`config.mk`:
```
export PLATFORM = sky130hd
export DESIGN_NAME = suffix_repetition_stop_detector_top
export DESIGN_NICKNAME = d
export VERILOG_FILES = /design/src/rtl/srsd_pkg.sv /design/src/rtl/srsd_ram.sv /design/src/rtl/suffix_repetition_stop_detector_top.sv
export VERILOG_INCLUDE_DIRS = /design/src /design/src/rtl
export SDC_FILE = /design/constraint.sdc
export NUM_CORES = 1
export LEC_CHECK = 0
export BUFFER_PORTS_ARGS = -buffer_cell sky130_fd_sc_hd__buf_2
export CAP_MARGIN = 25
export CORE_AREA = 2 2 245 247
export CTS_CLUSTER_DIAMETER = 120
export CTS_CLUSTER_SIZE = 28
export DETAILED_ROUTE_END_ITERATION = 10
export DIE_AREA = 0 0 247 249
export GPL_ROUTABILITY_DRIVEN = 0
export PLACE_DENSITY = 0.68
export SKIP_CTS_REPAIR_TIMING = 1
export SYNTH_ARGS = -nofsm -noshare
export SYNTH_HDL_FRONTEND = slang
export SYNTH_SLANG_ARGS = --single-unit
```
`constraint.sdc`:
```
create_clock -name clk_i -period 7.3 [get_ports clk_i]
set_input_delay 0 -clock clk_i [delete_from_list [all_inputs] [get_ports clk_i]]
set_output_delay 0 -clock clk_i [all_outputs]
set_load 0.03 [all_outputs]
```
`src/rtl/assert_macros.svh`:
```
// Assertion macros for the RTL of the suffix repetition stop detector.
// Needs no other file; the asserting module must have clk_i and rst_ni.
`ifndef ASSERT_MACROS_SVH
`define ASSERT_MACROS_SVH
`ifndef SYNTHESIS
`define SRSD_ASSERT_CR(lbl, clk, rstn, prop, msg) \
  lbl: assert property (@(posedge clk) disable iff (!rstn) prop) else $error(msg);
`define SRSD_ASSERT(lbl, prop, msg) `SRSD_ASSERT_CR(lbl, clk_i, rst_ni, prop, msg)
`else
`define SRSD_ASSERT_CR(lbl, clk, rstn, prop, msg)
`define SRSD_ASSERT(lbl, prop, msg)
`endif
`endif

```
`src/rtl/srsd_pkg.sv`:
```
// Package of the suffix repetition stop detector: sizes, types and codes.
// Used by the top level and the testbench; depends on nothing.
package srsd_pkg;

  localparam int WINDOW   = 50;
  localparam int AW       = $clog2(WINDOW);
  localparam int CW       = $clog2(WINDOW + 1);
  localparam int CMP_W    = CW + 1;
  localparam int LANES    = WINDOW / 2;
  localparam int BYTE_W   = 8;
  localparam int MP_W     = 5;
  localparam int TH_W     = 4;
  localparam int RUN_W    = 4;
  localparam int PADDR_W  = 3;
  localparam int PDATA_W  = 32;
  localparam int REG_IDX_W = 1;

  typedef logic [AW-1:0]        addr_t;
  typedef logic [CW-1:0]        cnt_t;
  typedef logic [CMP_W-1:0]     cmp_t;
  typedef logic [MP_W-1:0]      mp_t;
  typedef logic [TH_W-1:0]      th_t;
  typedef logic [RUN_W-1:0]     run_t;
  typedef logic [BYTE_W-1:0]    byte_t;
  typedef logic [LANES-1:0]     lane_vec_t;
  typedef logic [REG_IDX_W-1:0] reg_idx_t;

  localparam mp_t  MIN_PATTERN_RST    = mp_t'(5);
  localparam th_t  STOP_THRESHOLD_RST = th_t'(2);
  localparam run_t RUN_MAX            = '1;

  localparam reg_idx_t REG_MIN_PATTERN    = reg_idx_t'(0);
  localparam reg_idx_t REG_STOP_THRESHOLD = reg_idx_t'(1);

  localparam logic FUNC_APPEND  = 1'b0;
  localparam logic FUNC_RESTART = 1'b1;

  typedef enum logic [1:0] {
    ST_IDLE,
    ST_SCAN,
    ST_DONE
  } state_e;

endpackage

```
`src/rtl/srsd_ram.sv`:
```
// Generic single-port-write, single-port-read RAM with registered read data.
// Stand-alone; holds the text window of the detector.
module srsd_ram #(
  parameter int WIDTH = 8,
  parameter int DEPTH = 64
) (
  input  logic                     clk_i,
  input  logic                     we_i,
  input  logic [$clog2(DEPTH)-1:0] waddr_i,
  input  logic [WIDTH-1:0]         wdata_i,
  input  logic                     re_i,
  input  logic [$clog2(DEPTH)-1:0] raddr_i,
  output logic [WIDTH-1:0]         rdata_o
);

  logic [WIDTH-1:0] mem_q [DEPTH];
  logic [WIDTH-1:0] rdata_q;

  always_ff @(posedge clk_i) begin
    if (we_i) begin
      mem_q[waddr_i] <= wdata_i;
    end
    if (re_i) begin
      rdata_q <= mem_q[raddr_i];
    end
  end

  assign rdata_o = rdata_q;

endmodule

```
`src/rtl/suffix_repetition_stop_detector_top.sv`:
```
// Top level of the suffix repetition stop detector: window sweep and run counter.
// Depends on srsd_pkg, srsd_ram and assert_macros.svh.
//
//   channel | direction | handshake             | beat
//   in      | input     | in_valid_i/in_stall_o | func, text_byte, piece_end
//   out     | output    | out_valid_o/out_stall_i | repetitive, stop, run_length
//   cfg     | input     | APB psel/penable      | min_pattern, stop_threshold
//
// An append beat without a piece end, and a restart beat, leave the block idle.
// A checked beat on a window of at least 2*min_pattern bytes sweeps fill_count - 1
// stored bytes, one RAM read per cycle; its result is loaded in the done state, and
// the next beat is accepted once the block has returned to idle.
// A match ends the sweep early; a shorter window skips it and is not repetitive.
// A stalled result holds the block in its done state until the output register frees.
// Reset clears fill and run counts and state, not the result data, history or RAM.
`include "assert_macros.svh"

module suffix_repetition_stop_detector_top (
  input  logic                          clk_i,
  input  logic                          rst_ni,
  input  logic                          in_valid_i,
  output logic                          in_stall_o,
  input  logic                          in_func_i,
  input  logic [7:0]                    in_text_byte_i,
  input  logic                          in_piece_end_i,
  output logic                          out_valid_o,
  input  logic                          out_stall_i,
  output logic                          out_repetitive_o,
  output logic                          out_stop_o,
  output logic [3:0]                    out_run_length_o,
  input  logic                          psel,
  input  logic                          penable,
  input  logic                          pwrite,
  input  logic [srsd_pkg::PADDR_W-1:0]  paddr,
  input  logic [srsd_pkg::PDATA_W-1:0]  pwdata,
  output logic [srsd_pkg::PDATA_W-1:0]  prdata,
  output logic                          pready
);

  srsd_pkg::state_e    state_q, state_d;
  srsd_pkg::mp_t       mp_q;
  srsd_pkg::th_t       th_q;
  srsd_pkg::cnt_t      fill_q, fill_d, fill_inc;
  srsd_pkg::addr_t     wp_q, wp_d, wp_inc;
  srsd_pkg::addr_t     rp_q, rp_d, rp_inc, oldest;
  srsd_pkg::cnt_t      issue_q, issue_d;
  srsd_pkg::cnt_t      scan_len_q, scan_len_d;
  logic                rd_vld_q, rd_vld_d;
  srsd_pkg::lane_vec_t dvec_q, dvec_d, dvec_next;
  srsd_pkg::lane_vec_t lane_eq, lane_mask, lane_first;
  logic                match_q, match_d;
  srsd_pkg::run_t      run_q, run_d;
  logic                out_valid_q, out_valid_d;
  logic                out_rep_q, out_stop_q;
  srsd_pkg::run_t      out_run_q;
  logic                out_load;
  srsd_pkg::byte_t     hist_q [srsd_pkg::LANES];
  srsd_pkg::byte_t     rd_data;
  logic                ram_we, ram_re;
  logic                in_acc, cfg_we, issuing, len_ok;
  srsd_pkg::mp_t       m_eff;
  srsd_pkg::cmp_t      two_m, wrap_sum;
  srsd_pkg::reg_idx_t  reg_idx;

  assign in_stall_o = (state_q != srsd_pkg::ST_IDLE);
  assign in_acc     = in_valid_i && !in_stall_o;
  assign pready     = 1'b1;
  assign reg_idx    = paddr[srsd_pkg::PADDR_W-1:2];
  assign cfg_we     = psel && penable && pwrite && pready;

  always_comb begin
    case (reg_idx)
      srsd_pkg::REG_MIN_PATTERN:    prdata = srsd_pkg::PDATA_W'(mp_q);
      srsd_pkg::REG_STOP_THRESHOLD: prdata = srsd_pkg::PDATA_W'(th_q);
      default:                      prdata = '0;
    endcase
  end

  always_ff @(posedge clk_i or negedge rst_ni) begin
    if (!rst_ni) begin
      mp_q <= srsd_pkg::MIN_PATTERN_RST;
      th_q <= srsd_pkg::STOP_THRESHOLD_RST;
    end else if (cfg_we) begin
      case (reg_idx)
        srsd_pkg::REG_MIN_PATTERN:    mp_q <= pwdata[srsd_pkg::MP_W-1:0];
        srsd_pkg::REG_STOP_THRESHOLD: th_q <= pwdata[srsd_pkg::TH_W-1:0];
        default: ;
      endcase
    end
  end

  assign m_eff    = (mp_q == '0) ? srsd_pkg::mp_t'(1) : mp_q;
  assign two_m    = srsd_pkg::cmp_t'({m_eff, 1'b0});
  assign wp_inc   = (wp_q == srsd_pkg::addr_t'(srsd_pkg::WINDOW - 1)) ? '0 : wp_q + 1'b1;
  assign rp_inc   = (rp_q == srsd_pkg::addr_t'(srsd_pkg::WINDOW - 1)) ? '0 : rp_q + 1'b1;
  assign fill_inc = (fill_q == srsd_pkg::cnt_t'(srsd_pkg::WINDOW)) ? fill_q : fill_q + 1'b1;
  assign len_ok   = srsd_pkg::cmp_t'(fill_inc) >= two_m;
  assign wrap_sum = srsd_pkg::cmp_t'(wp_inc) + srsd_pkg::cmp_t'(srsd_pkg::WINDOW)
                    - srsd_pkg::cmp_t'(fill_inc);
  assign oldest   = (srsd_pkg::cmp_t'(wp_inc) >= srsd_pkg::cmp_t'(fill_inc)) ?
                    srsd_pkg::addr_t'(srsd_pkg::cmp_t'(wp_inc) - srsd_pkg::cmp_t'(fill_inc)) :
                    srsd_pkg::addr_t'(wrap_sum);
  assign issuing  = (state_q == srsd_pkg::ST_SCAN) && (issue_q != scan_len_q) && !match_q;

  // Lane i compares the stored byte against the i-th newest byte; bit i of the
  // match vector marks a pattern prefix of length m - i ending at this byte.
  always_comb begin
    for (int i = 0; i < srsd_pkg::LANES; i++) begin
      lane_eq[i]    = (hist_q[i] == rd_data);
      lane_mask[i]  = (srsd_pkg::mp_t'(i) < m_eff);
      lane_first[i] = (srsd_pkg::mp_t'(i) == m_eff - 1'b1);
    end
    dvec_next = ((dvec_q >> 1) | lane_first) & lane_eq & lane_mask;
  end

  always_comb begin
    state_d     = state_q;
    fill_d      = fill_q;
    wp_d        = wp_q;
    rp_d        = rp_q;
    issue_d     = issue_q;
    scan_len_d  = scan_len_q;
    rd_vld_d    = 1'b0;
    dvec_d      = dvec_q;
    match_d     = match_q;
    run_d       = run_q;
    out_valid_d = out_valid_q && out_stall_i;
    out_load    = 1'b0;
    ram_we      = 1'b0;
    ram_re      = 1'b0;
    case (state_q)
      srsd_pkg::ST_IDLE: begin
        if (in_acc) begin
          if (in_func_i == srsd_pkg::FUNC_RESTART) begin
            fill_d = '0;
            run_d  = '0;
          end else begin
            ram_we = 1'b1;
            wp_d   = wp_inc;
            fill_d = fill_inc;
            if (in_piece_end_i) begin
              state_d    = srsd_pkg::ST_SCAN;
              rp_d       = oldest;
              issue_d    = '0;
              scan_len_d = len_ok ? fill_inc - 1'b1 : '0;
              dvec_d     = '0;
              match_d    = 1'b0;
            end
          end
        end
      end
      srsd_pkg::ST_SCAN: begin
        if (issuing) begin
          ram_re   = 1'b1;
          rp_d     = rp_inc;
          issue_d  = issue_q + 1'b1;
          rd_vld_d = 1'b1;
        end
        if (rd_vld_q) begin
          dvec_d  = dvec_next;
          match_d = match_q | dvec_next[0];
        end
        if (!issuing && !rd_vld_q) begin
          state_d = srsd_pkg::ST_DONE;
        end
      end
      srsd_pkg::ST_DONE: begin
        if (!out_valid_q || !out_stall_i) begin
          out_load    = 1'b1;
          out_valid_d = 1'b1;
          if (match_q) begin
            run_d = (run_q == srsd_pkg::RUN_MAX) ? run_q : run_q + 1'b1;
          end else begin
            run_d = '0;
          end
          state_d = srsd_pkg::ST_IDLE;
        end
      end
      default: state_d = srsd_pkg::ST_IDLE;
    endcase
  end

  always_ff @(posedge clk_i or negedge rst_ni) begin
    if (!rst_ni) begin
      state_q     <= srsd_pkg::ST_IDLE;
      fill_q      <= '0;
      wp_q        <= '0;
      rp_q        <= '0;
      issue_q     <= '0;
      scan_len_q  <= '0;
      rd_vld_q    <= 1'b0;
      dvec_q      <= '0;
      match_q     <= 1'b0;
      run_q       <= '0;
      out_valid_q <= 1'b0;
    end else begin
      state_q     <= state_d;
      fill_q      <= fill_d;
      wp_q        <= wp_d;
      rp_q        <= rp_d;
      issue_q     <= issue_d;
      scan_len_q  <= scan_len_d;
      rd_vld_q    <= rd_vld_d;
      dvec_q      <= dvec_d;
      match_q     <= match_d;
      run_q       <= run_d;
      out_valid_q <= out_valid_d;
    end
  end

  always_ff @(posedge clk_i) begin
    if (out_load) begin
      out_rep_q  <= match_q;
      out_stop_q <= match_q && (run_d > th_q);
      out_run_q  <= run_d;
    end
    if (ram_we) begin
      hist_q[0] <= in_text_byte_i;
      for (int i = 1; i < srsd_pkg::LANES; i++) begin
        hist_q[i] <= hist_q[i-1];
      end
    end
  end

  srsd_ram #(
    .WIDTH (srsd_pkg::BYTE_W),
    .DEPTH (srsd_pkg::WINDOW)
  ) u_window_ram (
    .clk_i   (clk_i),
    .we_i    (ram_we),
    .waddr_i (wp_q),
    .wdata_i (in_text_byte_i),
    .re_i    (ram_re),
    .raddr_i (rp_q),
    .rdata_o (rd_data)
  );

  assign out_valid_o      = out_valid_q;
  assign out_repetitive_o = out_rep_q;
  assign out_stop_o       = out_stop_q;
  assign out_run_length_o = out_run_q;

  `SRSD_ASSERT(a_fill_bound, fill_q <= srsd_pkg::cnt_t'(srsd_pkg::WINDOW), "fill count beyond window")
  `SRSD_ASSERT(a_rd_in_scan, rd_vld_q |-> state_q == srsd_pkg::ST_SCAN, "read data outside sweep")
  `SRSD_ASSERT(a_match_len, (state_q == srsd_pkg::ST_SCAN && match_q) |-> srsd_pkg::cmp_t'(fill_q) >= two_m, "match on short window")
  `SRSD_ASSERT(a_stop_rep, (out_valid_o && out_stop_o) |-> (out_repetitive_o && out_run_length_o != '0), "stop without run")
  `SRSD_ASSERT(a_out_from_done, $rose(out_valid_o) |-> $past(state_q) == srsd_pkg::ST_DONE, "result beat not from done state")

endmodule

```
# After elaboration in Yosys (flattened, before gate mapping)
# Memory sizes are Yosys's and may differ from the RTL's. A register that Yosys moved wholly into a read port is not among the register bits.
# Index checks and enable logic that the tools add are counted.
[word_totals]
mem_bits_rw = 600
register_bits = 79
inputBits = 52
memories = 2
wordCells = 204
output_inout_bits = 41
[mem_list]
columns = ["name", "words", "word_bits", "rd", "rd_clocked_by_memory_dff", "write_ports", "line", "rtl"]
rows = [
  ["u_window_ram.mem_q", 50, 8, 1, 1, 1, "srsd_ram.sv:16", "logic [WIDTH-1:0] mem_q [DEPTH];"],
  ["hist_q", 25, 8, 25, 0, 25, "suffix_repetition_stop_detector_top.sv:57", "srsd_pkg::byte_t hist_q [srsd_pkg::LANES];"],
]
[op_classes]
n_addsub = 10
eq_ne = 63
mux = 51
order_cmp = 28
n_reduce_logical = 28
bitwise = 6
[ops]
columns = ["op", "n"]
rows = [
  ["equality test 8 bit", 25],
  ["two-way mux 25 bit", 4],
  ["two-way mux 6 bit", 14],
  ["one-hot mux 32 bit (2 select lines)", 1],
  ["bitwise AND 25 bit", 2],
  ["one-hot mux 25 bit (2 select lines)", 1],
  ["equality test 5 bit, first input constant", 9],
  ["less-than comparator 5 bit, first input constant", 9],
  ["equality test 4 x 5 -> 1 bit, first input constant", 8],
  ["less-than comparator 4 x 5 -> 1 bit, first input constant", 8],
  ["bitwise OR 24 x 25 -> 25 bit", 1],
  ["adder 6 x 1 -> 6 bit, second input constant", 4],
  ["one-hot mux 6 bit (2 select lines)", 2],
  ["equality test 3 x 5 -> 1 bit, first input constant", 4],
  ["less-than comparator 3 x 5 -> 1 bit, first input constant", 4],
  ["two-way mux 4 bit", 5],
  ["equality test 6 bit, second input constant", 3],
  ["two-way mux 1 bit", 15],
  ["AND reduction 5 bit", 3],
  ["greater-or-equal comparator 6 bit", 2],
  ["!= test 2 bit, second input constant", 6],
  ["subtractor 6 bit", 2],
  ["equality test 2 x 5 -> 1 bit, first input constant", 2],
  ["logical NOT 5 bit", 2],
  ["28 further kinds", 50],
]

# Longest topological paths before layout
[logic_depth]
depth_word = 10
mapped_depth = 17
ltp_nobuf = 16

# Modules after synthesis
# From an unflattened synthesis, not the netlist that was laid out.
[unflattened]
cells_unflattened = 1932
area_unflattened_um2 = 29463.3
[by_module_without_submodules]
columns = ["mod", "instances", "area_per_inst_um2", "seq_area_each_um2", "cells_each"]
rows = [
  ["srsd_ram", 1, 16220.6, 12251.8, 905],
  ["suffix_repetition_stop_detector_top", 1, 13242.7, 7991.4, 1027],
]

# Worst setup path before layout
# Ideal clock, no wire load.
[synth_path]
path_kind = "register -> register"
from = "register state_q[1]"
to = "memory u_window_ram.mem_q[12][0] (enable)"
path_stages_with_launch = 9
t_arrival_ns = 6.486
setup_ns = 0.375
t_required_ns = 6.925
n_path_buf = 2
period_less_slack_ns = 6.861
path_slack_ns = 0.439
path_cell_list = "dfrtp_1 buf_2 nor2_2 nand2_2 or2_1 clkbuf_1 inv_1 nand3_1 nor2_1"
[synth_via]
elab_chain_cells = 7
elab_cells_between_ends = 8
classes_between = "4 x mux; 4 x reduce/logical"
[synth_lines]
columns = ["element", "line", "rtl"]
rows = [
  ["start, declared", "suffix_repetition_stop_detector_top.sv:40", "srsd_pkg::state_e state_q, state_d;"],
  ["start signal, assigned", "suffix_repetition_stop_detector_top.sv:185", "state_q <= srsd_pkg::ST_IDLE;"],
  ["start signal, assigned", "suffix_repetition_stop_detector_top.sv:197", "state_q <= state_d;"],
  ["nonzero test 2 bit", "suffix_repetition_stop_detector_top.sv:65", "assign in_stall_o = (state_q != srsd_pkg::ST_IDLE);"],
  ["logical NOT 1 bit", "suffix_repetition_stop_detector_top.sv:66", "assign in_acc = in_valid_i && !in_stall_o;"],
  ["logical AND 1 bit", "suffix_repetition_stop_detector_top.sv:66", ""],
  ["two-way mux 1 bit", "suffix_repetition_stop_detector_top.sv:133", "if (in_acc) begin"],
  ["two-way mux 1 bit (*)", "suffix_repetition_stop_detector_top.sv:131", "case (state_q)"],
  ["named net ram_we", "suffix_repetition_stop_detector_top.sv:59", "logic ram_we, ram_re;"],
  ["two-way mux 1 bit (*)", "srsd_ram.sv:20", "if (we_i) begin"],
  ["two-way mux 1 bit (not written as such) (*)", "srsd_ram.sv:21", "mem_q[waddr_i] <= wdata_i;"],
  ["end, declared", "srsd_ram.sv:16", ""],
]
# The timed path passes the listed nets; every way through them passes the cells marked *.

# Worst setup path after layout
[layout_path]
from = "register state_q[0]"
to = "memory u_window_ram.mem_q[45][3] (enable)"
# Same word-level chain as after synthesis.

==> results.yml <==
final_layout:
  final_cells: 2586
  fill_cells: 4662
  seq_area_um2: 20300
  synthToLayoutAreaGrowth_pct: 6.58
  layout-drive-gt1-share_pct: 12.1
  nets: 1876
  multiInputGateArea_um2: 8170
  diodes: 0
critical_path:
  reg2reg_depth: 6
  crit_chain: "nor2_2, nand2_2, or2_1, inv_8, nand4_1, nor2_1"
  rr_startpoint: "state_q[0]"
  crit_family: "simple AND/OR/NAND/NOR gates"
  critical_path_class: "flip-flop to flip-flop"
  crit_required_ns: 7.53
  crit_path_max_incr_delay_ns: 0.85
  timing.rr.end: "u_window_ram.mem_q[45][3]"
  rrSetupSlack_ns: 3.49
  cp-end-kind: "flip-flop"
  arrival_ns: 4.05
  cp_max_fo: 117
  slowest_stage: "nor2_1"
  crit_buf_inv: 1
  cp-start-kind: "flip-flop"
clocking:
  ctsRootBufferMaster: "clkbuf_16"
  cts_buffers: 28
  clkLatencyLatePin_ns: 0.63
  cts.sinks: 686
  clkTransAtPathRegs_ns: 0.10
  clockBufferDepth: 3
  htree_num_levels: 1
  cts_tree: "yes"
timing:
  fin_crit_sh_pct: 52.2
  max_slew.worst_pin.slew_ns: 0.993
  setup_ws_ns: 3.49
  setup_violations: 0
  max_freq_mhz: 262
  slew_viol_final: 0
  finalClockSkew_ns: 0.0480
  max-slew-margin-rel_pct: 33.8
  layout_min_cycle_time_ns: 3.81
  setup_tns_ns: 0
  hold_viol_final: 0
  rsz0062_at_grt: "no"
yosys:
  yosysSeqAreaShare_pct: 69.5
  ys_top_cells_by_area: "edfxtp_1 63%, mux4_2 6.3%, dfrtp_1 5.9%, xor2_1 3.6%, xnor2_1 3.2%"
  synth.distinct_cells: 70
  yosysWarnings: 0
  syn_area_per_cell_um2: 16.4
  synth.cell_area_um2: 29100
  synth_seq_cells: 686
  synth_top_area_cell: "edfxtp_1"
  synth-edff-count: 614
  synth_top_area_share_pct: 63.3
  synthTopCellsByCount: "614 x edfxtp_1, 120 x xor2_1, 107 x xnor2_1"
  synth_most_common_cell: "edfxtp_1"
  synthCells: 1771
  async_flop_share_pct: 10.5
  ys.flop_type: "edfxtp_1"
die:
  fp.dieArea_um2: 61500
  rows: 89
  die_w_um: 247
  start_util_pct: 49.6
  io_pins: 93
  dieHeight_um: 249
  core_um2: 58700
detailed_routing:
  detail-route-antenna-nets: 0
  via_per_inst: 5.83
  dr.pass1.iters: 5
  drtIter0Drc: 1475
  routed_wl_um: 59700
  vias: 15100
  drc_errors: 0
  avgRoutedWirePerCell_um: 23.1
power:
  leakagePower_nw: 10.1
  pwr-share-clk_pct: 18.3
  power.density_nw_per_um2: 332
  p_int_mw: 6.82
  ir_drop_uv: 245
  p_comb_share_pct: 33.6
  switchingPower_mw: 3.47
  seq_power_share_pct: 48.1
  p_sw_share_pct: 33.7
grt:
  grt_overflow: 0
  antenna_found_initial: 0
  grt_pass1_wl_um: 90800
  grt_pass1_vias: 15000
  grt_max_degree: 118
  grt.total_usage_pct: 19.3
worst_hold_path:
  holdCritStartpoint: "in_text_byte_i[4]"
  hold_path_end: "u_window_ram.mem_q[18][4]"
  hold_class: "input pin to flip-flop"
  holdPathStages: 1
place:
  place_inst: 2505
  post-place-ws_ns: 3.46
  io_buffers: 35
  place_hpwl_um: 37000
outcome:
  status: "completed"
flow_run:
  cap_violations: 0
## metal layers
layer	vias to the layer above	global-route usage, %	share of wire [%]
li1	6758	-	-
met1	7783	28.7	44
met2	479	30.6	47
met3	68	2.54	6.7
met4	0	4.23	2.0
met5	-	0	0
## sequential cells by signal, indices dropped and copies added, names as in the netlist, 5 cells and up
register              cells
u_window_ram.mem_q      400
hist_q                  200
dvec_q                   24
u_window_ram.rdata_o      8
fill_q                    6
issue_q                   6
rp_q                      6
scan_len_q                6
wp_q                      6
mp_q                      5
## cells by family (layout without fill, tap and decap cells)
family | Yosys count | count (layout) | synth area share, %
muxes | 151 | 151 | 9.32
other | 2 | 28 | 0.0258
and+or+nand+nor | 327 | 327 | 5.53
buffers and inverters | 152 | 168 | 2.73
xor gates and xnor gates | 227 | 227 | 6.83
AOI/OAI and AO/OA | 193 | 193 | 4.50
adders and majority gates | 33 | 33 | 1.52
DFF | 686 | 686 | 69.5
## metrics by stage
step           cell area (um2)  power, mW  util, %  hold WS, ns
3_5_place_dp             29800       8.47     50.8        0.217
6_report                 31000       10.3     52.9       0.0864
4_1_cts                  30700       10.3     52.2       -0.479
3_3_place_gp             29800       8.40     50.8        0.215
5_1_grt                  31000       10.8     52.9       0.0983
2_1_floorplan            29200       7.61        -       -0.296
## layout make-up
| type | instances | share of cell area, % |
|---|---|---|
| multi-input cells | 959 | 26.3 |
| clock inverters | 3 | 0.109 |
| repair buffers | 82 | 2.21 |
| clock buffers | 49 | 2.52 |
| well taps | 773 | 3.12 |
| inverters | 34 | 0.436 |
| flip-flops and latches | 686 | 65.3 |
## layout by cell type, fill, tap and decap left out, drive strengths merged, types with 5 or more instances in the layout
| master | Yosys | final |
|---|---|---|
| mux2i | 37 | 37 |
| nor3 | 18 | 18 |
| edfxtp | 614 | 614 |
| and3 | 6 | 6 |
| clkbuf | 37 | 49 |
| a21oi | 49 | 49 |
| mux4 | 91 | 91 |
| a2111oi | 5 | 5 |
| nor2 | 100 | 100 |
| dlygate4sd3 | 0 | 22 |
| buf | 81 | 60 |
| a221oi | 5 | 5 |
| dfrtp | 69 | 69 |
| mux2 | 23 | 23 |
| xor2 | 120 | 120 |
| a22o | 17 | 17 |
| conb | 2 | 28 |
| inv | 33 | 34 |
| or2 | 8 | 8 |
| nor2b | 9 | 9 |
| o31ai | 13 | 13 |
| a22oi | 18 | 18 |
| nor4 | 30 | 30 |
| a311oi | 5 | 5 |
| nand3 | 24 | 24 |
| or3 | 5 | 5 |
| o21ai | 35 | 35 |
| nand4 | 32 | 32 |
| nand2 | 69 | 69 |
| o221ai | 6 | 6 |
| xnor2 | 107 | 107 |
| a31oi | 12 | 12 |
| nand2b | 10 | 10 |
| ha | 29 | 29 |
| o22ai | 6 | 6 |
## power by group through the flow
stage               Clock (mW)  Combinational, mW  Sequential [mW]
floorplan                    0               2.74             4.87
global placement             0               3.36             5.03
detailed placement           0               3.42             5.05
CTS                       1.93               3.44             4.96
global route              2.06               3.77             4.99
finish                    1.88               3.46             4.95
## worst max-delay path by stage
| stage | startpoint | to | slack (ns) | cells after the start |
|---|---|---|---|---|
| final | state_q[0] | u_window_ram.mem_q[45][3] | 3.49 | 6 |
| after global routing | state_q[0] | u_window_ram.mem_q[13][3] | 3.19 | 6 |
| after CTS | state_q[0] | u_window_ram.mem_q[44][2] | 3.44 | 6 |
| after detailed placement | state_q[0] | u_window_ram.mem_q[44][1] | 3.46 | 6 |
| after global placement | state_q[0] | u_window_ram.mem_q[44][1] | 3.54 | 6 |
| after floorplan | state_q[1] | u_window_ram.mem_q[12][0] | 0.44 | 8 |
(Power assumes the default switching activity.)
